File: config.mk
export PLATFORM = sky130hd
export DESIGN_NAME = integer_to_ascii_formatter
export DESIGN_NICKNAME = d
export VERILOG_FILES = /design/src/rtl/itaf_pkg.sv /design/src/rtl/itaf_front.sv /design/src/rtl/itaf_fifo.sv /design/src/rtl/itaf_back.sv /design/src/rtl/integer_to_ascii_formatter.sv
export SDC_FILE = /design/constraint.sdc
export NUM_CORES = 1
export LEC_CHECK = 0
export ABC_AREA = 1
export BUFFER_PORTS_ARGS = -buffer_cell sky130_fd_sc_hd__buf_2
export CAP_MARGIN = 10
export CELL_PAD_IN_SITES_DETAIL_PLACEMENT = 0
export CELL_PAD_IN_SITES_GLOBAL_PLACEMENT = 2
export CORE_ASPECT_RATIO = 2
export CORE_UTILIZATION = 38
export DETAILED_ROUTE_END_ITERATION = 8
export GPL_TIMING_DRIVEN = 0
export PLACE_DENSITY = 0.77
export SLEW_MARGIN = 20
export SYNTH_ARGS = -nofsm -noshare
export SYNTH_HDL_FRONTEND = slang
export SYNTH_SLANG_ARGS = --single-unit
File: constraint.sdc
create_clock -name clk_i -period 5.73 [get_ports clk_i]
set_input_delay 1.146 -clock clk_i [delete_from_list [all_inputs] [get_ports clk_i]]
set_output_delay 1.146 -clock clk_i [all_outputs]
set_load 0.005 [all_outputs]
File: src/rtl/itaf_pkg.sv
`timescale 1ns / 1ps
`default_nettype none
package itaf_pkg;

  localparam logic [2:0] ACT_SDEC = 3'd0;
  localparam logic [2:0] ACT_UDEC = 3'd1;
  localparam logic [2:0] ACT_HEXL = 3'd2;
  localparam logic [2:0] ACT_HEXU = 3'd3;
  localparam logic [2:0] ACT_PTR  = 3'd4;

  localparam logic [7:0] CH_ZERO  = 8'h30;
  localparam logic [7:0] CH_MINUS = 8'h2d;
  localparam logic [7:0] CH_X     = 8'h78;

  localparam int unsigned DecDigits = 10;
  localparam int unsigned BinBits   = 32;

  typedef enum logic [1:0] {
    PFX_NONE,
    PFX_MINUS,
    PFX_HEX
  } prefix_e;

  typedef struct packed {
    logic        dec;
    logic        wide;
    logic        upper;
    prefix_e     prefix;
    logic [63:0] mag;
  } entry_t;

  typedef enum logic [2:0] {
    BK_IDLE,
    BK_CONV,
    BK_SKIP,
    BK_PRE,
    BK_DIG
  } back_state_e;

  function automatic logic [7:0] digit_char(input logic [3:0] nib, input logic upper);
    logic [7:0] ch;
    if (nib < 4'd10) begin
      ch = CH_ZERO + {4'd0, nib};
    end else if (upper) begin
      ch = 8'h41 + {4'd0, nib - 4'd10};
    end else begin
      ch = 8'h61 + {4'd0, nib - 4'd10};
    end
    return ch;
  endfunction

endpackage
`default_nettype wire

File: src/rtl/itaf_front.sv
`timescale 1ns / 1ps
`default_nettype none
module itaf_front (
  input  wire logic            in_valid_i,
  output logic                 in_stall_o,
  input  wire logic [2:0]      action_i,
  input  wire logic [63:0]     value_i,
  input  wire logic            full_i,
  output logic                 push_o,
  output itaf_pkg::entry_t     entry_o
);
  import itaf_pkg::*;

  logic        known;
  logic [31:0] low;

  assign low        = value_i[31:0];
  assign in_stall_o = full_i;

  always_comb begin
    known   = 1'b1;
    entry_o = '{dec: 1'b0, wide: 1'b0, upper: 1'b0, prefix: PFX_NONE,
                mag: {32'd0, low}};
    case (action_i)
      ACT_SDEC: begin
        entry_o.dec = 1'b1;
        if (low[31]) begin
          entry_o.prefix = PFX_MINUS;
          entry_o.mag    = {32'd0, ~low + 32'd1};
        end
      end
      ACT_UDEC: entry_o.dec = 1'b1;
      ACT_HEXL: entry_o.dec = 1'b0;
      ACT_HEXU: entry_o.upper = 1'b1;
      ACT_PTR: begin
        entry_o.wide   = 1'b1;
        entry_o.prefix = PFX_HEX;
        entry_o.mag    = value_i;
      end
      default: known = 1'b0;
    endcase
  end

  // unknown actions are taken and dropped
  assign push_o = in_valid_i && !full_i && known;

endmodule
`default_nettype wire

File: src/rtl/itaf_fifo.sv
`timescale 1ns / 1ps
`default_nettype none
module itaf_fifo #(
  parameter int unsigned Depth = 2
) (
  input  wire logic             clk_i,
  input  wire logic             rst_ni,
  input  wire logic             push_i,
  input  wire itaf_pkg::entry_t wdata_i,
  output logic                  full_o,
  input  wire logic             pop_i,
  output logic                  empty_o,
  output itaf_pkg::entry_t      rdata_o
);
  import itaf_pkg::*;

  localparam int unsigned AW = (Depth > 1) ? $clog2(Depth) : 1;
  localparam int unsigned CW = $clog2(Depth + 1);

  entry_t          mem_q [Depth];
  logic [AW-1:0]   wr_ptr_q, rd_ptr_q;
  logic [CW-1:0]   count_q;
  logic            do_push, do_pop;

  assign full_o  = count_q == CW'(Depth);
  assign empty_o = count_q == '0;
  assign do_push = push_i && !full_o;
  assign do_pop  = pop_i && !empty_o;
  assign rdata_o = mem_q[rd_ptr_q];

  always_ff @(posedge clk_i) begin
    if (do_push) begin
      mem_q[wr_ptr_q] <= wdata_i;
    end
  end

  always_ff @(posedge clk_i or negedge rst_ni) begin
    if (!rst_ni) begin
      wr_ptr_q <= '0;
      rd_ptr_q <= '0;
      count_q  <= '0;
    end else begin
      if (do_push) begin
        wr_ptr_q <= (wr_ptr_q == AW'(Depth - 1)) ? '0 : wr_ptr_q + AW'(1);
      end
      if (do_pop) begin
        rd_ptr_q <= (rd_ptr_q == AW'(Depth - 1)) ? '0 : rd_ptr_q + AW'(1);
      end
      if (do_push && !do_pop) begin
        count_q <= count_q + CW'(1);
      end else if (do_pop && !do_push) begin
        count_q <= count_q - CW'(1);
      end
    end
  end

endmodule
`default_nettype wire

File: src/rtl/itaf_back.sv
`timescale 1ns / 1ps
`default_nettype none
module itaf_back (
  input  wire logic             clk_i,
  input  wire logic             rst_ni,
  input  wire logic             empty_i,
  input  wire itaf_pkg::entry_t entry_i,
  output logic                  pop_o,
  output logic                  out_valid_o,
  input  wire logic             out_stall_i,
  output logic [7:0]            character_o,
  output logic                  last_o,
  output logic [31:0]           running_total_o
);
  import itaf_pkg::*;

  back_state_e state_q, state_d;
  logic [63:0] digits_q, digits_d;
  logic [31:0] bin_q, bin_d;
  logic [4:0]  ndig_q, ndig_d;
  logic [4:0]  cnt_q, cnt_d;
  logic        upper_q, upper_d;
  prefix_e     prefix_q, prefix_d;
  logic        pre_idx_q, pre_idx_d;

  logic        out_valid_q;
  logic [7:0]  char_q;
  logic        last_q;
  logic [31:0] total_q;

  logic        out_free;
  logic        emit;
  logic [7:0]  emit_char;
  logic        emit_last;
  logic [39:0] bcd_adj;

  assign out_free = !out_valid_q || !out_stall_i;

  // add-3 correction on each bcd digit
  always_comb begin
    for (int i = 0; i < DecDigits; i++) begin
      bcd_adj[4*i +: 4] = (digits_q[24 + 4*i +: 4] >= 4'd5) ?
                          digits_q[24 + 4*i +: 4] + 4'd3 : digits_q[24 + 4*i +: 4];
    end
  end

  always_comb begin
    state_d   = state_q;
    digits_d  = digits_q;
    bin_d     = bin_q;
    ndig_d    = ndig_q;
    cnt_d     = cnt_q;
    upper_d   = upper_q;
    prefix_d  = prefix_q;
    pre_idx_d = pre_idx_q;
    pop_o     = 1'b0;
    emit      = 1'b0;
    emit_char = CH_ZERO;
    emit_last = 1'b0;
    case (state_q)
      BK_IDLE: begin
        if (!empty_i) begin
          pop_o     = 1'b1;
          upper_d   = entry_i.upper;
          prefix_d  = entry_i.prefix;
          pre_idx_d = 1'b0;
          cnt_d     = '0;
          if (entry_i.dec) begin
            bin_d    = entry_i.mag[31:0];
            digits_d = '0;
            ndig_d   = 5'(DecDigits);
            state_d  = BK_CONV;
          end else if (entry_i.wide) begin
            digits_d = entry_i.mag;
            ndig_d   = 5'd16;
            state_d  = BK_SKIP;
          end else begin
            digits_d = {entry_i.mag[31:0], 32'd0};
            ndig_d   = 5'd8;
            state_d  = BK_SKIP;
          end
        end
      end
      BK_CONV: begin
        digits_d[63:24] = {bcd_adj[38:0], bin_q[31]};
        bin_d           = {bin_q[30:0], 1'b0};
        cnt_d           = cnt_q + 5'd1;
        if (cnt_q == 5'(BinBits - 1)) begin
          state_d = BK_SKIP;
        end
      end
      BK_SKIP: begin
        if (digits_q[63:60] == 4'd0 && ndig_q > 5'd1) begin
          digits_d = {digits_q[59:0], 4'd0};
          ndig_d   = ndig_q - 5'd1;
        end else if (prefix_q != PFX_NONE) begin
          state_d = BK_PRE;
        end else begin
          state_d = BK_DIG;
        end
      end
      BK_PRE: begin
        if (out_free) begin
          emit = 1'b1;
          if (prefix_q == PFX_MINUS) begin
            emit_char = CH_MINUS;
            state_d   = BK_DIG;
          end else if (!pre_idx_q) begin
            emit_char = CH_ZERO;
            pre_idx_d = 1'b1;
          end else begin
            emit_char = CH_X;
            state_d   = BK_DIG;
          end
        end
      end
      BK_DIG: begin
        if (out_free) begin
          emit      = 1'b1;
          emit_char = digit_char(digits_q[63:60], upper_q);
          emit_last = ndig_q == 5'd1;
          digits_d  = {digits_q[59:0], 4'd0};
          ndig_d    = ndig_q - 5'd1;
          if (ndig_q == 5'd1) begin
            state_d = BK_IDLE;
          end
        end
      end
      default: state_d = BK_IDLE;
    endcase
  end

  always_ff @(posedge clk_i or negedge rst_ni) begin
    if (!rst_ni) begin
      state_q     <= BK_IDLE;
      out_valid_q <= 1'b0;
      total_q     <= '0;
      ndig_q      <= '0;
      cnt_q       <= '0;
      pre_idx_q   <= 1'b0;
      prefix_q    <= PFX_NONE;
    end else begin
      state_q   <= state_d;
      ndig_q    <= ndig_d;
      cnt_q     <= cnt_d;
      pre_idx_q <= pre_idx_d;
      prefix_q  <= prefix_d;
      if (emit) begin
        out_valid_q <= 1'b1;
        total_q     <= total_q + 32'd1;
      end else if (!out_stall_i) begin
        out_valid_q <= 1'b0;
      end
    end
  end

  always_ff @(posedge clk_i) begin
    digits_q <= digits_d;
    bin_q    <= bin_d;
    upper_q  <= upper_d;
    if (emit) begin
      char_q <= emit_char;
      last_q <= emit_last;
    end
  end

  assign out_valid_o     = out_valid_q;
  assign character_o     = char_q;
  assign last_o          = last_q;
  assign running_total_o = total_q;

  a_total_step: assert property (@(posedge clk_i) disable iff (!rst_ni)
    emit |=> total_q == $past(total_q) + 32'd1)
    else $error("running total did not step with an emitted item");

  a_dig_count: assert property (@(posedge clk_i) disable iff (!rst_ni)
    (state_q == BK_DIG || state_q == BK_SKIP) |-> ndig_q != 5'd0)
    else $error("digit count empty while digits remain to send");

  a_conv_exit: assert property (@(posedge clk_i) disable iff (!rst_ni)
    (state_q == BK_CONV && cnt_q == 5'(BinBits - 1)) |=> state_q == BK_SKIP)
    else $error("conversion did not finish after all bits");

  a_last_digit: assert property (@(posedge clk_i) disable iff (!rst_ni)
    (emit && emit_last) |=> state_q == BK_IDLE)
    else $error("last item sent but back end not idle");

endmodule
`default_nettype wire

File: src/rtl/integer_to_ascii_formatter.sv
`timescale 1ns / 1ps
`default_nettype none
// channel  | handshake                     | payload
// ---------+-------------------------------+-------------------------------------
// input    | in_valid_i / in_stall_o       | action_i[2:0], value_i[63:0]
// output   | out_valid_o / out_stall_i     | character_o[7:0], last_o,
//          |                               | running_total_o[31:0]
//
// decimal items: a load, a conversion step per input bit (one bit per cycle double-dabble
// in the back end), a zero-skip step, then the characters one by one
// hex and pointer items: a load, a zero-skip step, then the characters one by one
// a small queue lets the input take further items while the back end works
// reset clears the queue, the back end state and the running total
// an output stall holds the current character; the back end pauses only where it has a character to send
module integer_to_ascii_formatter #(
  parameter int unsigned QueueDepth = 2
) (
  input  wire logic        clk_i,
  input  wire logic        rst_ni,
  input  wire logic        in_valid_i,
  output logic             in_stall_o,
  input  wire logic [2:0]  action_i,
  input  wire logic [63:0] value_i,
  output logic             out_valid_o,
  input  wire logic        out_stall_i,
  output logic [7:0]       character_o,
  output logic             last_o,
  output logic [31:0]      running_total_o
);
  import itaf_pkg::*;

  entry_t push_entry, pop_entry;
  logic   push, pop, full, empty;

  itaf_front u_front (
    .in_valid_i (in_valid_i),
    .in_stall_o (in_stall_o),
    .action_i   (action_i),
    .value_i    (value_i),
    .full_i     (full),
    .push_o     (push),
    .entry_o    (push_entry)
  );

  itaf_fifo #(
    .Depth (QueueDepth)
  ) u_fifo (
    .clk_i   (clk_i),
    .rst_ni  (rst_ni),
    .push_i  (push),
    .wdata_i (push_entry),
    .full_o  (full),
    .pop_i   (pop),
    .empty_o (empty),
    .rdata_o (pop_entry)
  );

  itaf_back u_back (
    .clk_i           (clk_i),
    .rst_ni          (rst_ni),
    .empty_i         (empty),
    .entry_i         (pop_entry),
    .pop_o           (pop),
    .out_valid_o     (out_valid_o),
    .out_stall_i     (out_stall_i),
    .character_o     (character_o),
    .last_o          (last_o),
    .running_total_o (running_total_o)
  );

endmodule
`default_nettype wire

* Word-level counts from Yosys, hierarchy flattened *
Memories as Yosys holds them, arrays and structs flattened.
Cells that the tools add are included.

cells by class
  add/sub/neg operators = 22
  magnitude comparators = 12
  equal/unequal tests = 23
  mux-type cells = 68
  bitwise logic cells = 2
  reductions and logical operators = 35

operator list
  kind                                                               count
  two-way mux 64 bit                                                 5
  one-hot mux 40 bit (4 select lines)                                1
  one-hot mux 66 bit (2 select lines)                                1
  one-hot mux 24 bit (3 select lines)                                1
  two-way mux 65 bit                                                 1
  adder 32 x 1 -> 32 bit, second input constant                      2
  two-way mux 32 bit                                                 2
  one-hot mux 32 bit (2 select lines)                                1
  greater-or-equal comparator 4 x 3 -> 1 bit, second input constant  10
  two-way mux 8 bit                                                  5
  adder 4 x 2 -> 4 bit, second input constant                        9
  two-way mux 4 bit                                                  9
  inverter 32 bit                                                    1
  two-way mux 3 bit                                                  10
  two-way mux 5 bit                                                  6
  two-way mux 1 bit                                                  17
  adder 7 x 4 -> 8 bit, first input constant                         2
  one-hot mux 8 bit (2 select lines)                                 1
  one-hot mux 3 bit (5 select lines)                                 1
  one-hot mux 5 bit (3 select lines)                                 1
  == test 3 x 2 -> 1 bit, second input constant                      4
  != test 2 x 1 -> 1 bit, second input constant                      6
  AND reduction 4 bit                                                3
  one-hot mux 5 bit (2 select lines)                                 1
  other kinds (36)                                                   62

word-level totals
  bits in registers = 159
  RAM bits = 138
  input port bits = 71
  memories kept = 1

memory list
  memory        depth  width  rd ports  clocked after memory_dff  wr ports  RTL line         text
  u_fifo.mem_q  2      69     1         0                         1         itaf_fifo.sv:20  entry_t mem_q [Depth];

* Depth between registers and ports, before layout *
Gate-level depths: netlist (run 1).

  word-level depth = 9
  mapped depth = 12

* Hierarchy *
A second synthesis (run 1) with hierarchy kept.

unflattened totals
  cell total of the unflattened synthesis = 1785
  area, all modules = 15532.4 um^2

modules (own cells, without submodules)
  module      times used  cells each  area an instance (um^2)  sequential area each (um^2)
  itaf_back   1           1075        8769.7                   4379.2
  itaf_fifo   1           392         5256.3                   4244.1
  itaf_front  1           318         1506.4                   0.0

* Worst setup path before layout (run 1) *
No wires, ideal clock.

  path type = input to register
  start point = input port action_i[0]
  end point = memory u_fifo.mem_q[1][0] in the netlist's numbering (enable)
  setup time = 0.499 ns
  arrival = 4.443 ns
  path slack = 0.788 ns
  stages on the path = 4
  buffers on the path = 0
  cells stage by stage = nor2_1 o21a_1 inv_1 nor2_1

between the ends
  word-level cells in the longest chain between the ends = 7
  elaborated cells on any way between the ends = 11
  those cells by class = eq/ne: 4; mux: 3; reduce/logical: 4

RTL lines
  what                                                  RTL line                          text
  start, declared                                       integer_to_ascii_formatter.sv:22  input wire logic [2:0] action_i,
  == test 3 x 2 -> 1 bit, or another cell as far along  itaf_front.sv:24                  case (action_i)
  OR reduction 5 bit (no line) *                        -
  two-way mux 1 bit *                                   itaf_front.sv:24
  logical AND 1 bit *                                   itaf_front.sv:45                  assign push_o = in_valid_i && !full_i && known;
  logical AND 1 bit *                                   itaf_fifo.sv:27                   assign do_push = push_i && !full_o;
  via u_fifo.do_push                                    itaf_fifo.sv:23                   logic do_push, do_pop;
  two-way mux 1 bit *                                   itaf_fifo.sv:32                   if (do_push) begin
  two-way mux 1 bit (implied by the code) *             itaf_fifo.sv:33                   mem_q[wr_ptr_q] <= wdata_i;
  end, declared                                         itaf_fifo.sv:20

Mark *: on every way through the listed nets, which the timed path passes. The rest lies on a longest branch.

==> results.toml, run 1 <==
[run_status]
status = "finished clean"

[route]
route.detailed.drc = 0
dr_total_vias = 11836
firstDrtPassIters = 4
first_iter_violations = 506
ant_nets = 0
vias_per_cell = 4.89
wirelength_um = 44700
avgRoutedWirePerCell_um = 18.5

[cts]
cts_tree = "built"
ctsResizeCount = 0
cts_made_buffers = 27
clk_latency_ns = 0.56
holdBufCountCts = 0
htree_levels = 1
clockRootBuffer = "clkbuf_16"
cts_sinks = 296
cts_setup_buffers = 0
clkTransAtPathRegs_ns = 0.07
cts_max_path_buffers = 3

[synth]
synth-edff-count = 243
avgSynthCellArea_um2 = 8.84
synthArstFlopShare_pct = 17.9
yosysWarnings = 0
ys_seq_area_share_pct = 56.4
netlist_area_um2 = 15300
synth_nets = 1829
ys_seq_elements = 296
yosysUniqueCellTypes = 41
synthFlopType = "edfxtp_1"
syn_inst = 1729

[floorplan]
ioPinCount = 114
core-area_um2 = 39600
die_h_um = 286
dieWidth_um = 144
dieArea_um2 = 41100
rows = 103
initial_utilization_pct = 38.6

[grt]
grt_max_degree = 54
overflow = 0
antenna_found_initial = 0
grt_pass1_wl_um = 68300
grtUsageTotal_pct = 22.6
grt_pass1_vias = 12302

[placement]
routabilityCongestion = 0.872
io_buffers = 112
dp_hpwl_um = 35800
place_area_um2 = 16600

[final_layout]
layout.nets = 1976
drive_gt1_share_pct = 11.8
area_growth_pct = 14.5
final_area_um2 = 17500
n_antenna_cell = 0

[timing]
timing.hold.ws_ns = 0.510
period_share_pct = 46.6
finalSetupViolCount = 0
worst_pin_slew_ns = 0.870
fmax_ghz = 0.375
rsz0062_at_grt = "false"
slew_headroom_pct = 42.0
maxSlewViolCount = 0
hold_viol_final = 0
fin_crit_ns = 2.67
finalClockSkew_ns = 0.0135

[critical_path]
startpoint_type = "input port"
slowest_stage = "nor2_1"
worstPathRequired_ns = 6.04
path_max_fanout = 11
critical_path.cell_chain = "buf_2 -> nor2_1 -> nand2_1 -> nor2_1 -> buf_4 -> buf_2 -> nand2_1 -> xnor2_1"
cp.arrival_ns = 2.98
critical_path.endpoint_type = "register"
crit_type = "in -> reg"
crit_buf_inv = 3
crit_family = "simple AND/OR/NAND/NOR gates"
critPathMaxStageDelay_ns = 0.44

[power]
p_per_area_nw_per_um2 = 514
power_leakage_nw = 7.60
ir_worst_vdd_v = 0.000285

[hold_path]
hold_path_class = "reg -> reg"

[job]
maxCapViolCount = 0
flip-flops by register name, summed over array words and instances, names as in the netlist, 2 cells and up:
| signal | cells |
|---|---|
| u_fifo.count_q | 2 |
| u_back.bin_q | 32 |
| u_back.digits_q | 64 |
| u_back.ndig_q | 5 |
| u_fifo.mem_q | 138 |
| u_back.running_total_o | 32 |
| u_back.prefix_q | 2 |
| u_back.cnt_q | 5 |
| u_back.character_o | 7 |
| u_back.state_q | 3 |
worst reg2reg max path, cell delays in order (launching register included):
cell and delay, ns:
dfrtp_1 0.35, buf_2 0.16, inv_1 0.11, nand3_1 0.14, buf_2 0.26, buf_2 0.22, nand2_1 0.13, nand2_1 0.08
inv_2 0.52
Yosys cell counts (3+ instances only):
master	count	share of area, %
xor2_1	48	2.8
o21ai_1	18	0.59
o211ai_1	38	1.9
nand3_1	59	1.9
a22oi_1	3	0.15
inv_2	7	0.17
o221ai_1	3	0.17
nor3_1	24	0.79
dfrtp_1	53	8.7
nand4_1	16	0.65
o21ai_0	120	3.9
ha_1	29	2.4
nand3b_1	7	0.34
a21oi_1	30	0.98
o31ai_1	6	0.29
or2_2	10	0.41
xnor2_1	5	0.29
buf_4	3	0.15
clkbuf_1	25	0.61
buf_2	27	0.88
inv_1	196	4.8
nor2_2	4	0.16
nand2_1	599	15
mux2i_1	4	0.26
nand2_2	3	0.12
edfxtp_1	243	48
nor2_1	131	3.2
per-layer routing:
metal	track usage, %	routed length (µm)	vias to the layer above
li1	-	-	5963
met1	19.2	14300	5571
met3	2.04	1060	78
met5	0	0	-
met4	10.2	2020	0
met2	49.2	27400	224
power by group:
group	internal (mW)	leakage, nW	switching (mW)
clock	0.961	0.393	0.815
combinational	1.03	4.20	2.56
sequential	3.31	3.00	0.310
cell families (layout without fill, tap and decap cells):
kind of cell | count (synthesis) | after routing | synth area share (%)
muxes | 4 | 4 | 0.262
DFF | 296 | 296 | 56.4
adders and majority gates | 29 | 29 | 2.37
other | 1 | 1 | 0.0245
AOI/OAI and AO/OA | 224 | 224 | 8.33
xor gates and xnor gates | 53 | 53 | 3.04
buffers and inverters | 263 | 431 | 6.87
and+or+nand+nor | 859 | 859 | 22.7
cell usage in the layout (no fill, tap or decap), types with 6 or more instances in the layout:
master / n
inv_2: 9
xor2_1: 48
o31ai_1: 6
clkbuf_1: 31
o211ai_1: 38
edfxtp_1: 243
buf_2: 138
nand3b_1: 7
o21ai_1: 18
a21oi_1: 30
nand3_1: 59
nor3_1: 24
nand2_1: 599
nand4_1: 16
o21ai_0: 120
nor2_1: 129
clkbuf_16: 27
inv_1: 194
ha_1: 29
dfrtp_1: 53
or2_2: 10
per-stage QoR:
step / total power [mW] / std cells / TNS, ns / worst slack (ns) / util, %
2_1_floorplan: 5.93 / 1729 / 0 / 0.788 / -
3_3_place_gp: 7.24 / 2366 / -161.80 / -1.22 / 41.7
3_5_place_dp: 7.32 / 2372 / 0 / 2.43 / 42.1
4_1_cts: 9.12 / 2422 / 0 / 3.02 / 44.2
5_1_grt: 9.63 / 2422 / 0 / 2.93 / 44.2
6_report: 9.00 / 2422 / 0 / 3.06 / 44.2
final timing paths:
path                                                   end                       start  slack (ns)  cells after the start
worst min register to register  u_back.running_total_o[11]  u_back.running_total_o[11]        0.51                      1
min in group asynchronous                 u_back.pre_idx_q                      rst_ni        0.63                      1
worst min-delay path            u_back.running_total_o[11]  u_back.running_total_o[11]        0.51                      1
max in group asynchronous       u_back.running_total_o[30]                      rst_ni        4.56                      1
worst max register to register            u_back.bin_q[10]           u_back.state_q[2]        3.36                      8
worst max-delay path                    u_fifo.mem_q[1][3]                 action_i[0]        3.06                      8
final cells by class:
class                   count  area, µm²
repair buffers            118        691
inverters                 204        768
fillers                  3957      22100
clock buffers              33        698
well taps                 525        657
clock inverters            17        149
flip-flops and latches    296       8620
multi-input cells        1170       5630
plain buffers              59        282
No activity file was read; power rests on OpenSTA's default activity.
==> run 2, diff against run 1 <==
==> constraint.sdc (replaced) <==
create_clock -name clk_i -period 2.8 [get_ports clk_i]
set_input_delay 0.56 -clock clk_i [delete_from_list [all_inputs] [get_ports clk_i]]
set_output_delay 0.56 -clock clk_i [all_outputs]
set_load 0.005 [all_outputs]
==> results.toml, run 2 (synthesis results as in run 1) <==
[critical_path]
worstPathRequired_ns = 2.99
critPathMaxStageDelay_ns = 0.50
startpoint_type = "register"
critical_path.cell_chain = "buf_2 -> nor3_2 -> o21ai_0 -> nand2_1 -> nand2_1 -> inv_2"
r2r_slack_ns = 0.46
crit_buf_inv = 2
r2r-start = "u_back.state_q[2]"
critical_path.endpoint_type = "register"
crit_family = "simple AND/OR/NAND/NOR gates"
cp.arrival_ns = 2.53
reg2reg_depth = 6
crit_top_cell = "nand2_1"
path_max_fanout = 32
timing.rr.end = "u_back.bin_q[16]"
crit_type = "reg -> reg"
slowest_stage = "inv_2"

[floorplan]
rows = 103
core-area_um2 = 39600
dieArea_um2 = 41100
dieWidth_um = 144
die_h_um = 286
ioPinCount = 114
initial_utilization_pct = 38.6

[final_layout]
regMostFlops = "u_fifo.mem_q"
layout_commonest_cell = "nand2_1"
layout.nets = 1976
largest_register_ffs = 138
final_core_utilization_pct = 44.4
area_growth_pct = 15.0
largestRegisters = "u_fifo.mem_q (138), u_back.digits_q (64)"
drive_gt1_share_pct = 11.9
final_area_um2 = 17600
final_cell_mix = "nand2_1 (599), edfxtp_1 (243), inv_1 (194), buf_2 (138), nor2_1 (129)"
n_antenna_cell = 0

[cts]
cts_tree = "built"
clk_latency_ns = 0.58
ctsResizeCount = 0
holdBufCountCts = 0
cts_sinks = 296
cts_made_buffers = 28
clockRootBuffer = "clkbuf_16"
cts_setup_buffers = 0
clkTransAtPathRegs_ns = 0.06
cts_max_path_buffers = 3
htree_levels = 1

[power]
power_mw = 18.9
ir_worst_vdd_v = 0.000513
power_leakage_nw = 7.65
p_per_area_nw_per_um2 = 1070

[timing]
worst_slack_ns = 0.459
worst_pin_slew_ns = 0.861
fmax_ghz = 0.427
hold_viol_final = 0
slew_headroom_pct = 42.6
period_share_pct = 83.6
finalClockSkew_ns = 0.0263
fin_crit_ns = 2.34
finalSetupViolCount = 0
maxSlewViolCount = 0
rsz0062_at_grt = "false"

[route]
firstDrtPassIters = 5
first_iter_violations = 533
avgRoutedWirePerCell_um = 18.6
vias_per_cell = 4.90
wirelength_um = 45200
route.detailed.drc = 0
dr_total_vias = 11875
ant_nets = 0

[grt]
antenna_found_initial = 0
grt_max_degree = 54
grt_pass1_wl_um = 68400
grtUsageTotal_pct = 22.7
grt_pass1_vias = 12095
overflow = 0

[job]
maxCapViolCount = 0

[placement]
io_buffers = 112
routabilityCongestion = 0.872
dpl_worst_slack_ns = 0.106
place_area_um2 = 16600
dp_hpwl_um = 35800

[hold_path]
hold_path_class = "in -> async"

[run_status]
status = "finished clean"
-- run 2: changes by cell type in the layout (fill, tap and decap cells not counted), sizes merged --
cell      previous run  this run
bufinv               2         5
clkbuf              58        56
clkinvlp             6         3
buf                152       151
clkinv               8        12
inv                205       204
-- run 2: metal layers --
metal	routed length, µm	GRT usage (%)
met5	0	0
met2	27800	49.3
met4	1560	8.40
met3	1210	1.84
met1	14600	20.2
-- run 2: worst max-delay path by stage --
stage	endpoint	cells past startpoint	startpoint	slack [ns]
after global placement	u_fifo.mem_q[1][49]	5	action_i[0]	-1.65
final	u_back.bin_q[16]	6	u_back.state_q[2]	0.46
after global routing	u_fifo.mem_q[0][41]	8	u_fifo.count_q[1]	0.25
after CTS	u_back.bin_q[18]	8	u_back.state_q[2]	0.41
after floorplan	u_fifo.mem_q[1][0]	4	action_i[0]	-0.37
after detailed placement	u_fifo.mem_q[1][3]	8	action_i[0]	0.11
-- run 2: layout make-up --
type / count / area [µm²]
Buffer: 59 / 282
Clock buffer: 31 / 733
Clock inverter: 20 / 225
Fill cell: 3981 / 22000
Inverter: 204 / 768
Multi-Input combinational cell: 1170 / 5630
Sequential cell: 296 / 8620
Tap cell: 525 / 657
Timing Repair Buffer: 117 / 663
-- run 2: where the power goes --
part | internal [mW] | switching (mW)
registers | 6.78 | 0.636
clock network | 2.34 | 1.74
logic | 2.09 | 5.28
-- run 2: stage by stage --
step | cells | TNS [ns] | hold WS, ns
2_1_floorplan | 1729 | -49.87 | 0.264
3_3_place_gp | 2366 | -233.19 | 0.484
3_5_place_dp | 2371 | 0 | 0.492
4_1_cts | 2422 | 0 | 0.0803
5_1_grt | 2422 | 0 | 0.0917
6_report | 2422 | 0 | 0.0434
